File: src/rtl/core/single_wire_sensor_reader_assert.svh
// Assertion macros shared by the sensor reader RTL.
// Expects clk and rst_n in the scope of each use; no other dependencies.
`ifndef SINGLE_WIRE_SENSOR_READER_ASSERT_SVH
`define SINGLE_WIRE_SENSOR_READER_ASSERT_SVH

// Same-cycle implication, checked out of reset.
`define SWSR_ASSERT_NOW(label, ante, cons, msg) \
  label: assert property (@(posedge clk) disable iff (!rst_n) (ante) |-> (cons)) \
    else $error(msg);

// Next-cycle implication, checked out of reset.
`define SWSR_ASSERT_NEXT(label, ante, cons, msg) \
  label: assert property (@(posedge clk) disable iff (!rst_n) (ante) |=> (cons)) \
    else $error(msg);

`endif

File: src/rtl/core/swsr_pkg.sv
// Shared types and constants of the single-wire sensor reader.
// No dependencies; all but swsr_in_if and the macro header import it.
package swsr_pkg;

  localparam int COUNT_WIDTH = 16;
  localparam int START_W     = 16;
  localparam int LIMIT_W     = 10;
  localparam int CMP_W       = (COUNT_WIDTH > START_W) ? COUNT_WIDTH : START_W;
  localparam int CFG_IDX_W   = 3;
  localparam int CFG_DATA_W  = 16;
  localparam int FRAME_BITS  = 40;
  localparam int BIT_IDX_W   = 6;
  localparam int BYTE_W      = 8;

  typedef logic [COUNT_WIDTH-1:0] count_t;
  typedef logic [LIMIT_W-1:0]     limit_t;
  typedef logic [CFG_IDX_W-1:0]   cfg_idx_t;
  typedef logic [CFG_DATA_W-1:0]  cfg_data_t;
  typedef logic [BYTE_W-1:0]      byte_t;

  // Register indexes of the configuration port.
  localparam cfg_idx_t REG_START_LOW  = 3'd0;
  localparam cfg_idx_t REG_RELEASE    = 3'd1;
  localparam cfg_idx_t REG_RESP_LIMIT = 3'd2;
  localparam cfg_idx_t REG_LOW_LIMIT  = 3'd3;
  localparam cfg_idx_t REG_HIGH_LIMIT = 3'd4;
  localparam cfg_idx_t REG_ONE_THRESH = 3'd5;

  localparam logic [START_W-1:0] START_LOW_RST  = 16'd18000;
  localparam limit_t             RELEASE_RST    = 10'd40;
  localparam limit_t             RESP_LIMIT_RST = 10'd80;
  localparam limit_t             LOW_LIMIT_RST  = 10'd58;
  localparam limit_t             HIGH_LIMIT_RST = 10'd74;
  localparam limit_t             ONE_THRESH_RST = 10'd28;

  typedef enum logic [1:0] {
    STAT_NONE     = 2'd0,
    STAT_GOOD     = 2'd1,
    STAT_TIMEOUT  = 2'd2,
    STAT_CSUM_ERR = 2'd3
  } status_t;

  typedef struct packed {
    logic [START_W-1:0] start_low_ticks;
    limit_t             release_ticks;
    limit_t             response_limit;
    limit_t             bit_low_limit;
    limit_t             bit_high_limit;
    limit_t             one_threshold;
  } cfg_t;

  typedef struct packed {
    logic    drive_low;
    logic    busy_res;
    status_t status;
    byte_t   humidity_whole;
    byte_t   humidity_tenths;
    byte_t   temp_whole;
    byte_t   temp_tenths;
  } result_t;

endpackage

File: src/rtl/core/swsr_in_if.sv
// Input channel of the sensor reader: one tick with the sampled wire level.
// No dependencies.
interface swsr_in_if;
  logic valid;
  logic ready;
  logic line_level;
  logic start_request;

  modport source (output valid, output line_level, output start_request, input ready);
  modport sink   (input valid, input line_level, input start_request, output ready);
endinterface

File: src/rtl/core/swsr_out_if.sv
// Result channel of the sensor reader: one result per accepted tick.
// Depends on swsr_pkg for the status type.
interface swsr_out_if;
  import swsr_pkg::*;
  logic    valid;
  logic    ready;
  logic    drive_low;
  logic    busy_res;
  status_t status;
  byte_t   humidity_whole;
  byte_t   humidity_tenths;
  byte_t   temp_whole;
  byte_t   temp_tenths;

  modport source (output valid, output drive_low, output busy_res, output status,
                  output humidity_whole, output humidity_tenths, output temp_whole,
                  output temp_tenths, input ready);
  modport sink   (input valid, input drive_low, input busy_res, input status,
                  input humidity_whole, input humidity_tenths, input temp_whole,
                  input temp_tenths, output ready);
endinterface

File: src/rtl/core/swsr_cfg_if.sv
// Configuration write channel of the sensor reader: register index and data.
// Depends on swsr_pkg for the index and data types.
interface swsr_cfg_if;
  import swsr_pkg::*;
  logic      valid;
  logic      ready;
  cfg_idx_t  index;
  cfg_data_t data;

  modport source (output valid, output index, output data, input ready);
  modport sink   (input valid, input index, input data, output ready);
endinterface

File: src/rtl/core/swsr_cfg_regs.sv
// Configuration register file of the sensor reader.
// Depends on swsr_pkg and swsr_cfg_if.
module swsr_cfg_regs (
  input  logic          clk,
  input  logic          rst_n,
  swsr_cfg_if.sink      cfg_ch,
  output swsr_pkg::cfg_t cfg
);
  import swsr_pkg::*;

  cfg_t cfg_r;
  cfg_t cfg_nxt;

  assign cfg_ch.ready = 1'b1;
  assign cfg = cfg_r;

  always_comb begin
    cfg_nxt = cfg_r;
    if (cfg_ch.valid) begin
      case (cfg_ch.index)
        REG_START_LOW:  cfg_nxt.start_low_ticks = cfg_ch.data[START_W-1:0];
        REG_RELEASE:    cfg_nxt.release_ticks   = cfg_ch.data[LIMIT_W-1:0];
        REG_RESP_LIMIT: cfg_nxt.response_limit  = cfg_ch.data[LIMIT_W-1:0];
        REG_LOW_LIMIT:  cfg_nxt.bit_low_limit   = cfg_ch.data[LIMIT_W-1:0];
        REG_HIGH_LIMIT: cfg_nxt.bit_high_limit  = cfg_ch.data[LIMIT_W-1:0];
        REG_ONE_THRESH: cfg_nxt.one_threshold   = cfg_ch.data[LIMIT_W-1:0];
        default:        cfg_nxt = cfg_r;
      endcase
    end
  end

  always_ff @(posedge clk) begin
    if (!rst_n) begin
      cfg_r.start_low_ticks <= START_LOW_RST;
      cfg_r.release_ticks   <= RELEASE_RST;
      cfg_r.response_limit  <= RESP_LIMIT_RST;
      cfg_r.bit_low_limit   <= LOW_LIMIT_RST;
      cfg_r.bit_high_limit  <= HIGH_LIMIT_RST;
      cfg_r.one_threshold   <= ONE_THRESH_RST;
    end else begin
      cfg_r <= cfg_nxt;
    end
  end

endmodule

File: src/rtl/core/swsr_core.sv
// Per-tick protocol engine: phase, tick counter, frame shifter and held bytes.
// Depends on swsr_pkg and the assertion macro header.
`include "single_wire_sensor_reader_assert.svh"

module swsr_core (
  input  logic             clk,
  input  logic             rst_n,
  input  logic             step_en,
  input  logic             line_level,
  input  logic             start_request,
  input  swsr_pkg::cfg_t    cfg,
  output swsr_pkg::result_t res
);
  import swsr_pkg::*;

  typedef enum logic [7:0] {
    PH_IDLE     = 8'b0000_0001,
    PH_DRIVE    = 8'b0000_0010,
    PH_RELEASE  = 8'b0000_0100,
    PH_RESP_A   = 8'b0000_1000,
    PH_RESP_B   = 8'b0001_0000,
    PH_RESP_C   = 8'b0010_0000,
    PH_BIT_LOW  = 8'b0100_0000,
    PH_BIT_HIGH = 8'b1000_0000
  } phase_t;

  phase_t                  phase_r, phase_nxt;
  count_t                  count_r, count_nxt;
  logic [BIT_IDX_W-1:0]    bit_idx_r, bit_idx_nxt;
  logic [FRAME_BITS-1:0]   frame_r, frame_nxt;
  logic [4*BYTE_W-1:0]     held_r, held_nxt;

  phase_t                  ph0, ph1, ph2, ph3, ph4;
  count_t                  c0, c1, c2, c3, c4;
  logic [BIT_IDX_W-1:0]    idx0, idx_inc;
  logic [FRAME_BITS-1:0]   frame0, frame_sh;
  logic                    is_wait, wait_lvl, new_bit;
  limit_t                  wait_lim;
  byte_t                   csum;
  logic                    drive;
  status_t                 status;

  always_comb begin
    // Start request in idle opens the start pulse on this very tick.
    ph0    = phase_r;
    c0     = count_r;
    idx0   = bit_idx_r;
    frame0 = frame_r;
    if (phase_r == PH_IDLE && start_request) begin
      ph0    = PH_DRIVE;
      c0     = '0;
      idx0   = '0;
      frame0 = '0;
    end

    // Leave the start pulse and the release gap once their time is used up.
    ph1 = ph0;
    c1  = c0;
    if (ph0 == PH_DRIVE && CMP_W'(c0) >= CMP_W'(cfg.start_low_ticks)) begin
      ph1 = PH_RELEASE;
      c1  = '0;
    end
    ph2 = ph1;
    c2  = c1;
    if (ph1 == PH_RELEASE && CMP_W'(c1) >= CMP_W'(cfg.release_ticks)) begin
      ph2 = PH_RESP_A;
      c2  = '0;
    end

    // A level change ends the current wait; the ending sample starts the next.
    is_wait   = (ph2 == PH_RESP_A) || (ph2 == PH_RESP_B) || (ph2 == PH_RESP_C) ||
                (ph2 == PH_BIT_LOW) || (ph2 == PH_BIT_HIGH);
    wait_lvl  = (ph2 == PH_RESP_B) || (ph2 == PH_BIT_HIGH);
    new_bit   = CMP_W'(c2) > CMP_W'(cfg.one_threshold);
    idx_inc   = idx0 + BIT_IDX_W'(1);
    frame_sh  = {frame0[FRAME_BITS-2:0], new_bit};
    csum      = frame_sh[39:32] + frame_sh[31:24] + frame_sh[23:16] + frame_sh[15:8];
    ph3         = ph2;
    c3          = c2;
    bit_idx_nxt = idx0;
    frame_nxt   = frame0;
    held_nxt    = held_r;
    status      = STAT_NONE;
    if (is_wait && (line_level != wait_lvl)) begin
      c3 = '0;
      case (ph2)
        PH_RESP_A:  ph3 = PH_RESP_B;
        PH_RESP_B:  ph3 = PH_RESP_C;
        PH_RESP_C:  ph3 = PH_BIT_LOW;
        PH_BIT_LOW: ph3 = PH_BIT_HIGH;
        PH_BIT_HIGH: begin
          bit_idx_nxt = idx_inc;
          frame_nxt   = frame_sh;
          if (32'(idx_inc) >= FRAME_BITS) begin
            ph3 = PH_IDLE;
            if (csum == frame_sh[7:0]) begin
              status   = STAT_GOOD;
              held_nxt = frame_sh[FRAME_BITS-1:BYTE_W];
            end else begin
              status   = STAT_CSUM_ERR;
            end
          end else begin
            ph3 = PH_BIT_LOW;
          end
        end
        default: ph3 = ph2;
      endcase
    end

    // A bit low entered on a high sample falls straight through to bit high.
    ph4 = ph3;
    c4  = c3;
    if (ph3 == PH_BIT_LOW && line_level) begin
      ph4 = PH_BIT_HIGH;
    end

    // Count the tick in the phase that owns it, or time out.
    wait_lim  = (ph4 == PH_BIT_LOW)  ? cfg.bit_low_limit :
                (ph4 == PH_BIT_HIGH) ? cfg.bit_high_limit : cfg.response_limit;
    drive     = 1'b0;
    phase_nxt = ph4;
    count_nxt = c4;
    case (ph4)
      PH_IDLE: count_nxt = c4;
      PH_DRIVE: begin
        drive     = 1'b1;
        count_nxt = c4 + count_t'(1);
      end
      PH_RELEASE: count_nxt = c4 + count_t'(1);
      PH_RESP_A, PH_RESP_B, PH_RESP_C, PH_BIT_LOW, PH_BIT_HIGH: begin
        if (CMP_W'(c4) >= CMP_W'(wait_lim)) begin
          status    = STAT_TIMEOUT;
          phase_nxt = PH_IDLE;
          count_nxt = '0;
        end else begin
          count_nxt = c4 + count_t'(1);
        end
      end
      default: phase_nxt = PH_IDLE;
    endcase

    res.drive_low       = drive;
    res.busy_res        = (phase_nxt != PH_IDLE);
    res.status          = status;
    res.humidity_whole  = held_nxt[31:24];
    res.humidity_tenths = held_nxt[23:16];
    res.temp_whole      = held_nxt[15:8];
    res.temp_tenths     = held_nxt[7:0];
  end

  always_ff @(posedge clk) begin
    if (!rst_n) begin
      phase_r   <= PH_IDLE;
      count_r   <= '0;
      bit_idx_r <= '0;
      frame_r   <= '0;
      held_r    <= '0;
    end else if (step_en) begin
      phase_r   <= phase_nxt;
      count_r   <= count_nxt;
      bit_idx_r <= bit_idx_nxt;
      frame_r   <= frame_nxt;
      held_r    <= held_nxt;
    end
  end

  `SWSR_ASSERT_NEXT(a_status_ends_read, step_en && (res.status != STAT_NONE), phase_r == PH_IDLE, "reading still busy after a final status")
  `SWSR_ASSERT_NOW(a_drive_is_busy, step_en && res.drive_low, res.busy_res, "start pulse driven while not busy")
  `SWSR_ASSERT_NOW(a_bit_idx_range, 1'b1, 32'(bit_idx_r) <= FRAME_BITS, "bit index ran past the frame")
  `SWSR_ASSERT_NEXT(a_held_only_good, !(step_en && (res.status == STAT_GOOD)), $stable(held_r), "held bytes changed without a good reading")

endmodule

File: src/rtl/core/swsr_out_buf.sv
// Two-entry result buffer: output register plus skid entry.
// Depends on swsr_pkg, swsr_out_if and the assertion macro header.
`include "single_wire_sensor_reader_assert.svh"

module swsr_out_buf (
  input  logic              clk,
  input  logic              rst_n,
  input  logic              push,
  input  swsr_pkg::result_t push_data,
  output logic              space,
  swsr_out_if.source        out_ch
);
  import swsr_pkg::*;

  result_t main_r, main_nxt;
  result_t skid_r, skid_nxt;
  logic    main_valid_r, main_valid_nxt;
  logic    skid_valid_r, skid_valid_nxt;
  logic    pop;

  assign space = !skid_valid_r;
  assign pop   = main_valid_r && out_ch.ready;

  always_comb begin
    main_nxt       = main_r;
    skid_nxt       = skid_r;
    main_valid_nxt = main_valid_r;
    skid_valid_nxt = skid_valid_r;
    if (!main_valid_r || pop) begin
      // Refill the output register, oldest transaction first.
      if (skid_valid_r) begin
        main_nxt       = skid_r;
        main_valid_nxt = 1'b1;
        skid_nxt       = push_data;
        skid_valid_nxt = push;
      end else begin
        main_nxt       = push_data;
        main_valid_nxt = push;
      end
    end else if (push) begin
      // Output stalled: park the new transaction.
      skid_nxt       = push_data;
      skid_valid_nxt = 1'b1;
    end
  end

  always_ff @(posedge clk) begin
    if (!rst_n) begin
      main_valid_r <= 1'b0;
      skid_valid_r <= 1'b0;
    end else begin
      main_valid_r <= main_valid_nxt;
      skid_valid_r <= skid_valid_nxt;
    end
    main_r <= main_nxt;
    skid_r <= skid_nxt;
  end

  assign out_ch.valid           = main_valid_r;
  assign out_ch.drive_low       = main_r.drive_low;
  assign out_ch.busy_res        = main_r.busy_res;
  assign out_ch.status          = main_r.status;
  assign out_ch.humidity_whole  = main_r.humidity_whole;
  assign out_ch.humidity_tenths = main_r.humidity_tenths;
  assign out_ch.temp_whole      = main_r.temp_whole;
  assign out_ch.temp_tenths     = main_r.temp_tenths;

  `SWSR_ASSERT_NOW(a_skid_behind_main, skid_valid_r, main_valid_r, "skid entry holds data ahead of the output register")
  `SWSR_ASSERT_NEXT(a_full_holds, skid_valid_r && !out_ch.ready, skid_valid_r && main_valid_r, "buffered transaction lost while stalled")
  `SWSR_ASSERT_NOW(a_no_push_when_full, push, !skid_valid_r, "transaction pushed into a full buffer")

endmodule

File: src/rtl/core/single_wire_sensor_reader.sv
// Single-wire humidity/temperature sensor reader, one transaction per 1 us tick.
// Depends on swsr_pkg, the channel interfaces, swsr_cfg_regs, swsr_core, swsr_out_buf.
//
// Each input transaction is one microsecond sample of the open-drain wire plus a
// start request. A start in idle drives the wire low for start_low_ticks ticks,
// releases it for release_ticks ticks, then times the sensor response (low,
// high, low) and 40 data bits (low, then a timed high; longer than
// one_threshold is a one), MSB first. Each wait times out once its count has
// reached its limit. The tick that ends a reading reports good, timeout or
// checksum error in status; a good reading updates the four held bytes. Every
// input transaction yields exactly one result transaction. Rate: one input
// transaction per clock; the whole tick update is one pass of logic from the
// state registers back to themselves, and the result is registered in a
// two-entry output buffer, so input is refused only when two results are
// waiting. There is no clearing pass after reset. Write the configuration
// registers only while no reading is in progress.
module single_wire_sensor_reader (
  input  logic       clk,
  input  logic       rst_n,
  swsr_in_if.sink    in_ch,
  swsr_out_if.source out_ch,
  swsr_cfg_if.sink   cfg_ch
);
  import swsr_pkg::*;

  cfg_t    cfg;
  result_t res;
  logic    buf_space;
  logic    step_en;

  // Accept a tick whenever the result buffer has room for its result.
  assign in_ch.ready = buf_space;
  assign step_en     = in_ch.valid && buf_space;

  swsr_cfg_regs u_cfg (
    .clk    (clk),
    .rst_n  (rst_n),
    .cfg_ch (cfg_ch),
    .cfg    (cfg)
  );

  // Advance phase, counter and frame once per accepted tick.
  swsr_core u_core (
    .clk           (clk),
    .rst_n         (rst_n),
    .step_en       (step_en),
    .line_level    (in_ch.line_level),
    .start_request (in_ch.start_request),
    .cfg           (cfg),
    .res           (res)
  );

  // Hold results until the consumer takes them.
  swsr_out_buf u_out (
    .clk       (clk),
    .rst_n     (rst_n),
    .push      (step_en),
    .push_data (res),
    .space     (buf_space),
    .out_ch    (out_ch)
  );

endmodule
File: src/flat_wrapper.sv
// flat-port wrapper written by rule: the top's interface ports become plain ports
module single_wire_sensor_reader_flat import swsr_pkg::*;
  (clk, rst_n, in_ch_valid, in_ch_line_level, in_ch_start_request, in_ch_ready, out_ch_valid, out_ch_drive_low, out_ch_busy_res, out_ch_status, out_ch_humidity_whole, out_ch_humidity_tenths, out_ch_temp_whole, out_ch_temp_tenths, out_ch_ready, cfg_ch_valid, cfg_ch_index, cfg_ch_data, cfg_ch_ready);
  swsr_in_if in_ch_i ();
  swsr_out_if out_ch_i ();
  swsr_cfg_if cfg_ch_i ();
  input  logic clk;
  input  logic rst_n;
  input wire logic [$bits(in_ch_i.valid)-1:0] in_ch_valid;
  input wire logic [$bits(in_ch_i.line_level)-1:0] in_ch_line_level;
  input wire logic [$bits(in_ch_i.start_request)-1:0] in_ch_start_request;
  output wire logic [$bits(in_ch_i.ready)-1:0] in_ch_ready;
  output wire logic [$bits(out_ch_i.valid)-1:0] out_ch_valid;
  output wire logic [$bits(out_ch_i.drive_low)-1:0] out_ch_drive_low;
  output wire logic [$bits(out_ch_i.busy_res)-1:0] out_ch_busy_res;
  output wire logic [$bits(out_ch_i.status)-1:0] out_ch_status;
  output wire logic [$bits(out_ch_i.humidity_whole)-1:0] out_ch_humidity_whole;
  output wire logic [$bits(out_ch_i.humidity_tenths)-1:0] out_ch_humidity_tenths;
  output wire logic [$bits(out_ch_i.temp_whole)-1:0] out_ch_temp_whole;
  output wire logic [$bits(out_ch_i.temp_tenths)-1:0] out_ch_temp_tenths;
  input wire logic [$bits(out_ch_i.ready)-1:0] out_ch_ready;
  input wire logic [$bits(cfg_ch_i.valid)-1:0] cfg_ch_valid;
  input wire logic [$bits(cfg_ch_i.index)-1:0] cfg_ch_index;
  input wire logic [$bits(cfg_ch_i.data)-1:0] cfg_ch_data;
  output wire logic [$bits(cfg_ch_i.ready)-1:0] cfg_ch_ready;
  assign in_ch_i.valid = in_ch_valid;
  assign in_ch_i.line_level = in_ch_line_level;
  assign in_ch_i.start_request = in_ch_start_request;
  assign in_ch_ready = in_ch_i.ready;
  assign out_ch_valid = out_ch_i.valid;
  assign out_ch_drive_low = out_ch_i.drive_low;
  assign out_ch_busy_res = out_ch_i.busy_res;
  assign out_ch_status = out_ch_i.status;
  assign out_ch_humidity_whole = out_ch_i.humidity_whole;
  assign out_ch_humidity_tenths = out_ch_i.humidity_tenths;
  assign out_ch_temp_whole = out_ch_i.temp_whole;
  assign out_ch_temp_tenths = out_ch_i.temp_tenths;
  assign out_ch_i.ready = out_ch_ready;
  assign cfg_ch_i.valid = cfg_ch_valid;
  assign cfg_ch_i.index = cfg_ch_index;
  assign cfg_ch_i.data = cfg_ch_data;
  assign cfg_ch_ready = cfg_ch_i.ready;
  single_wire_sensor_reader u_core (.clk(clk), .rst_n(rst_n), .in_ch(in_ch_i), .out_ch(out_ch_i), .cfg_ch(cfg_ch_i));
endmodule
File: config.mk
export PLATFORM = sky130hd
export DESIGN_NAME = single_wire_sensor_reader_flat
export DESIGN_NICKNAME = d
export VERILOG_FILES = /design/src/rtl/core/swsr_pkg.sv /design/src/rtl/core/swsr_in_if.sv /design/src/rtl/core/swsr_out_if.sv /design/src/rtl/core/swsr_cfg_if.sv /design/src/rtl/core/swsr_cfg_regs.sv /design/src/rtl/core/swsr_core.sv /design/src/rtl/core/swsr_out_buf.sv /design/src/rtl/core/single_wire_sensor_reader.sv /design/src/flat_wrapper.sv
export VERILOG_INCLUDE_DIRS = /design/src /design/src/rtl/core
export SDC_FILE = /design/constraint.sdc
export NUM_CORES = 1
export LEC_CHECK = 0
export BUFFER_PORTS_ARGS = -buffer_cell sky130_fd_sc_hd__buf_4
export CAP_MARGIN = 20
export CORE_UTILIZATION = 30
export DETAILED_ROUTE_END_ITERATION = 12
export PLACE_DENSITY = 0.49
export RECOVER_POWER = 100
export SYNTH_ARGS = -nofsm -noshare
export SYNTH_HDL_FRONTEND = slang
export SYNTH_HIERARCHICAL = 1
export SYNTH_SLANG_ARGS = --single-unit
File: constraint.sdc
create_clock -name clk -period 13.4 [get_ports clk]
set_input_delay 2.68 -clock clk [delete_from_list [all_inputs] [get_ports clk]]
set_output_delay 2.68 -clock clk [all_outputs]
set_load 0.1 [all_outputs]
==> out/metrics.csv <==
stage;metric;value;unit
global_routing;grt_pass1_vias;9474;
route;ant_nets;0;
logic_synthesis;synth_edf_count;72;
global_routing;grtUsageTotal;15.6;%
logic_synthesis;syn_area;13100;um^2
logic_synthesis;synth_common_cells;169 x dfxtp_1, 146 x nand2_1, 129 x nor2_1;
finish;diodes;0;
sta;setup-violations-final;0;
sta;period_share;87.1;%
global_routing;grtUsageMet3;2.31;%
sta;tightest_slew;4.10;ns
worst_hold_path;min_path_type;flip-flop to flip-flop;
setup_path;cp.arrival;11.97;ns
setup_path;cpMostUsedCell;nor2_1;
global_routing;grt_overflow_total;0;
logic_synthesis;synth_nets;1446;
clock_network;clk_latency;0.55;ns
setup_path;cp-start-kind;primary input;
global_routing;grt_antenna_before_repair;1;
route;vias_per_cell;4.93;
status;violations;capacitance limit, slew limit;
sta;final_hold_viol_count;0;
logic_synthesis;synthArstFlopShare;0;%
setup_path;crit_slowest_cell;nor2_1;
global_routing;grt_max_degree;85;
route;dr.pass1.iters;5;
finish;fill_cells;4447;
floorplan;core-area;43000;um^2
finish;syn_to_final_growth;12.8;%
sta;skew;0.0258;ns
route;num_vias;9797;
route;drc_errors;0;
setup_path;path_class;primary input to flip-flop;
logic_synthesis;ys_seq_elements;241;
clock_network;cts_made_buffers;27;
floorplan;dieArea;44300;um^2
placement;hpwl;24100;um
placement;port_buffers;63;
power;irDropWorstVdd;87.8;uV
clock_network;h-tree-depth;1;
flow_run;max_cap_viol_count;7;
clock_network;root_buffer;clkbuf_16;
clock_network;ctsHoldBuffers;0;
logic_synthesis;synth_cells;1350;
logic_synthesis;synth.avg_cell_area;9.67;um^2
setup_path;crit_buf_inv;3;
finish;final_cells;1986;
global_routing;top_usage_layer;met2;
global_routing;grtUsageMet2;25.4;%
sta;max_slew_margin;-173;%
logic_synthesis;synthTopCellsByArea;dfxtp_1 26%, edfxtp_1 17%, mux2i_1 8.1%, ha_1 5.4%, nand2_1 4.2%;
logic_synthesis;synth.distinct_cells;89;
logic_synthesis;yosysMostFrequentCell;dfxtp_1;
sta;fin_setup_tns;0;ns
setup_path;crit_required;13.69;ns
global_routing;use_met1;21.4;%
finish;nets;1477;
clock_network;cts.clk_slew.worst_paths;0.06;ns
status;status;finished with violations;
floorplan;num_rows;76;
placement;place_congestion;0.894;
clock_network;clkSinkCount;241;
clock_network;cts.path.max_buffers;3;
logic_synthesis;synth_area_leader_cell;dfxtp_1;
logic_synthesis;yosysSeqAreaShare;42.5;%
route;wl_per_cell;17.3;um
finish;drive_gt1_share;9.35;%
clock_network;cts_tree;yes;
setup_path;cp_top_family;simple AND/OR/NAND/NOR gates;
route;wl;34400;um
sta;rsz0062_at_grt;no;
sta;finalCriticalPeriod;11.68;ns
floorplan;die_x;211;um
logic_synthesis;synth_warnings;6;
power;leakagePower;6.16;nW
sta;slew_viol_final;361;
placement;place_inst;1936;
floorplan;ios;65;
setup_path;cp-end-kind;flip-flop;
clock_network;postCtsSetupBuffers;0;
global_routing;grt_pass1_wl;54600;um
sta;fmax;0.0856;GHz
setup_path;cp_slowest_stage_delay;0.67;ns
clock_network;cts_resized;0;
finish;final_core_util;34.3;%
logic_synthesis;synth.top_cell.area_share;25.9;%
floorplan;initial_core_util;30.4;%
route;drtIter0Drc;572;
floorplan;die_h;211;um
logic_synthesis;synth_flop_cell;dfxtp_1;
power;power_density;117;nW/um^2
setup_path;crit_fanout;36;
flip-flops by register name, summed over array words and instances, names as in the netlist, 16 cells and up:
name                   count
u_core/u_cfg/cfg          66
u_core/u_core/count_r     16
u_core/u_core/frame_r     39
u_core/u_core/held_r      32
u_core/u_out/skid_r       36
metal layers:
layer	share of wire, %	wire length (um)	up-vias
met5	0.049	17	-
met4	2.3	784	2
li1	-	-	4843
met3	4.6	1580	46
met2	45	15600	204
met1	48	16400	4702
worst reg2reg max path, delay by kind of cell, from the launching register on:
kind            cells  cell delay (ns)
mux                 2             0.91
fa+ha+maj           3             0.81
compound gates     12             2.68
xor+xnor            1             0.18
simple gates       13             4.02
buf+inv             2             0.80
flops               1             0.45
where the power goes:
part	total (W)	internal (W)	switching (W)	leakage [nW]
registers	0.000783	0.000772	0.0000105	2.08
logic	0.000193	0.0000441	0.000149	3.65
clock network	0.000752	0.000448	0.000304	0.439
total	0.00173	0.00126	0.000464	6.16
stage by stage:
stage               setup slack, ns  instance area (um^2)  hold WS (ns)  power, W
detailed placement             2.17                 14100         0.445   0.00100
global placement               2.29                 14100         0.438   0.00100
CTS                            2.72                 15000         0.453   0.00176
floorplan                      2.93                 13100         0.432  0.000944
finish                         1.72                 14700         0.448   0.00173
global route                  0.990                 14700         0.476   0.00180
layout by cell type (no fill, tap or decap), drive strengths merged, types with 5 or more instances in the layout:
master / count
dfxtp: 169
nand2: 149
nor2: 130
mux2i: 105
clkbuf: 88
edfxtp: 72
mux2: 65
inv: 62
o21ai: 60
ha: 56
and2: 49
a21oi: 43
a22oi: 41
nor2b: 37
buf: 27
nand3: 24
nand4: 18
a31oi: 16
fa: 14
xnor2: 13
nor3: 11
and3: 10
nor4: 10
or2: 10
a21o: 9
or3: 9
clkinv: 9
nand4b: 6
nand2b: 6
xor2: 5
o21a: 5
a211oi: 5
a2111oi: 5
layout make-up:
| cell class | instances | area [um^2] | area share [%] |
|---|---|---|---|
| clock buffers | 35 | 746 | 5.06 |
| clock inverters | 14 | 148 | 1.00 |
| inverters | 62 | 233 | 1.58 |
| multi-input cells | 969 | 6900 | 46.8 |
| flip-flops and latches | 241 | 5550 | 37.7 |
| well taps | 585 | 732 | 4.97 |
| repair buffers | 80 | 423 | 2.87 |
path summary, 6_finish.rpt:
| check | depth (start not counted) | endpoint | from | slack, ns |
|---|---|---|---|---|
| setup reg to reg | 33 | u_core/u_out/out_ch.humidity_whole[2]$_DFFE_PP_ | u_core/u_core/phase_r[5]$_SDFFE_PN0P_ | 3.30 |
| setup / recovery | 34 | u_core/u_out/out_ch.humidity_whole[2]$_DFFE_PP_ | in_ch_start_request | 1.72 |
| hold reg to reg | 2 | u_core/u_core/held_r[23]$_SDFFE_PN0P_ | u_core/u_core/held_r[23]$_SDFFE_PN0P_ | 0.45 |
| hold / removal | 2 | u_core/u_core/held_r[23]$_SDFFE_PN0P_ | u_core/u_core/held_r[23]$_SDFFE_PN0P_ | 0.45 |
logic make-up (layout without fill, tap and decap cells):
kind of cell / after synthesis / in the layout / share of synthesized area [%]
other: 1 / 1 / 0.0287
AOI/OAI and AO/OA: 223 / 223 / 11.7
and+or+nand+nor: 487 / 487 / 18.7
adders and majority gates: 70 / 70 / 7.52
muxes: 170 / 170 / 13.9
DFF: 241 / 241 / 42.5
xor gates and xnor gates: 18 / 18 / 1.21
buffers and inverters: 140 / 191 / 4.54
No activity file was read; power rests on OpenSTA's default activity.
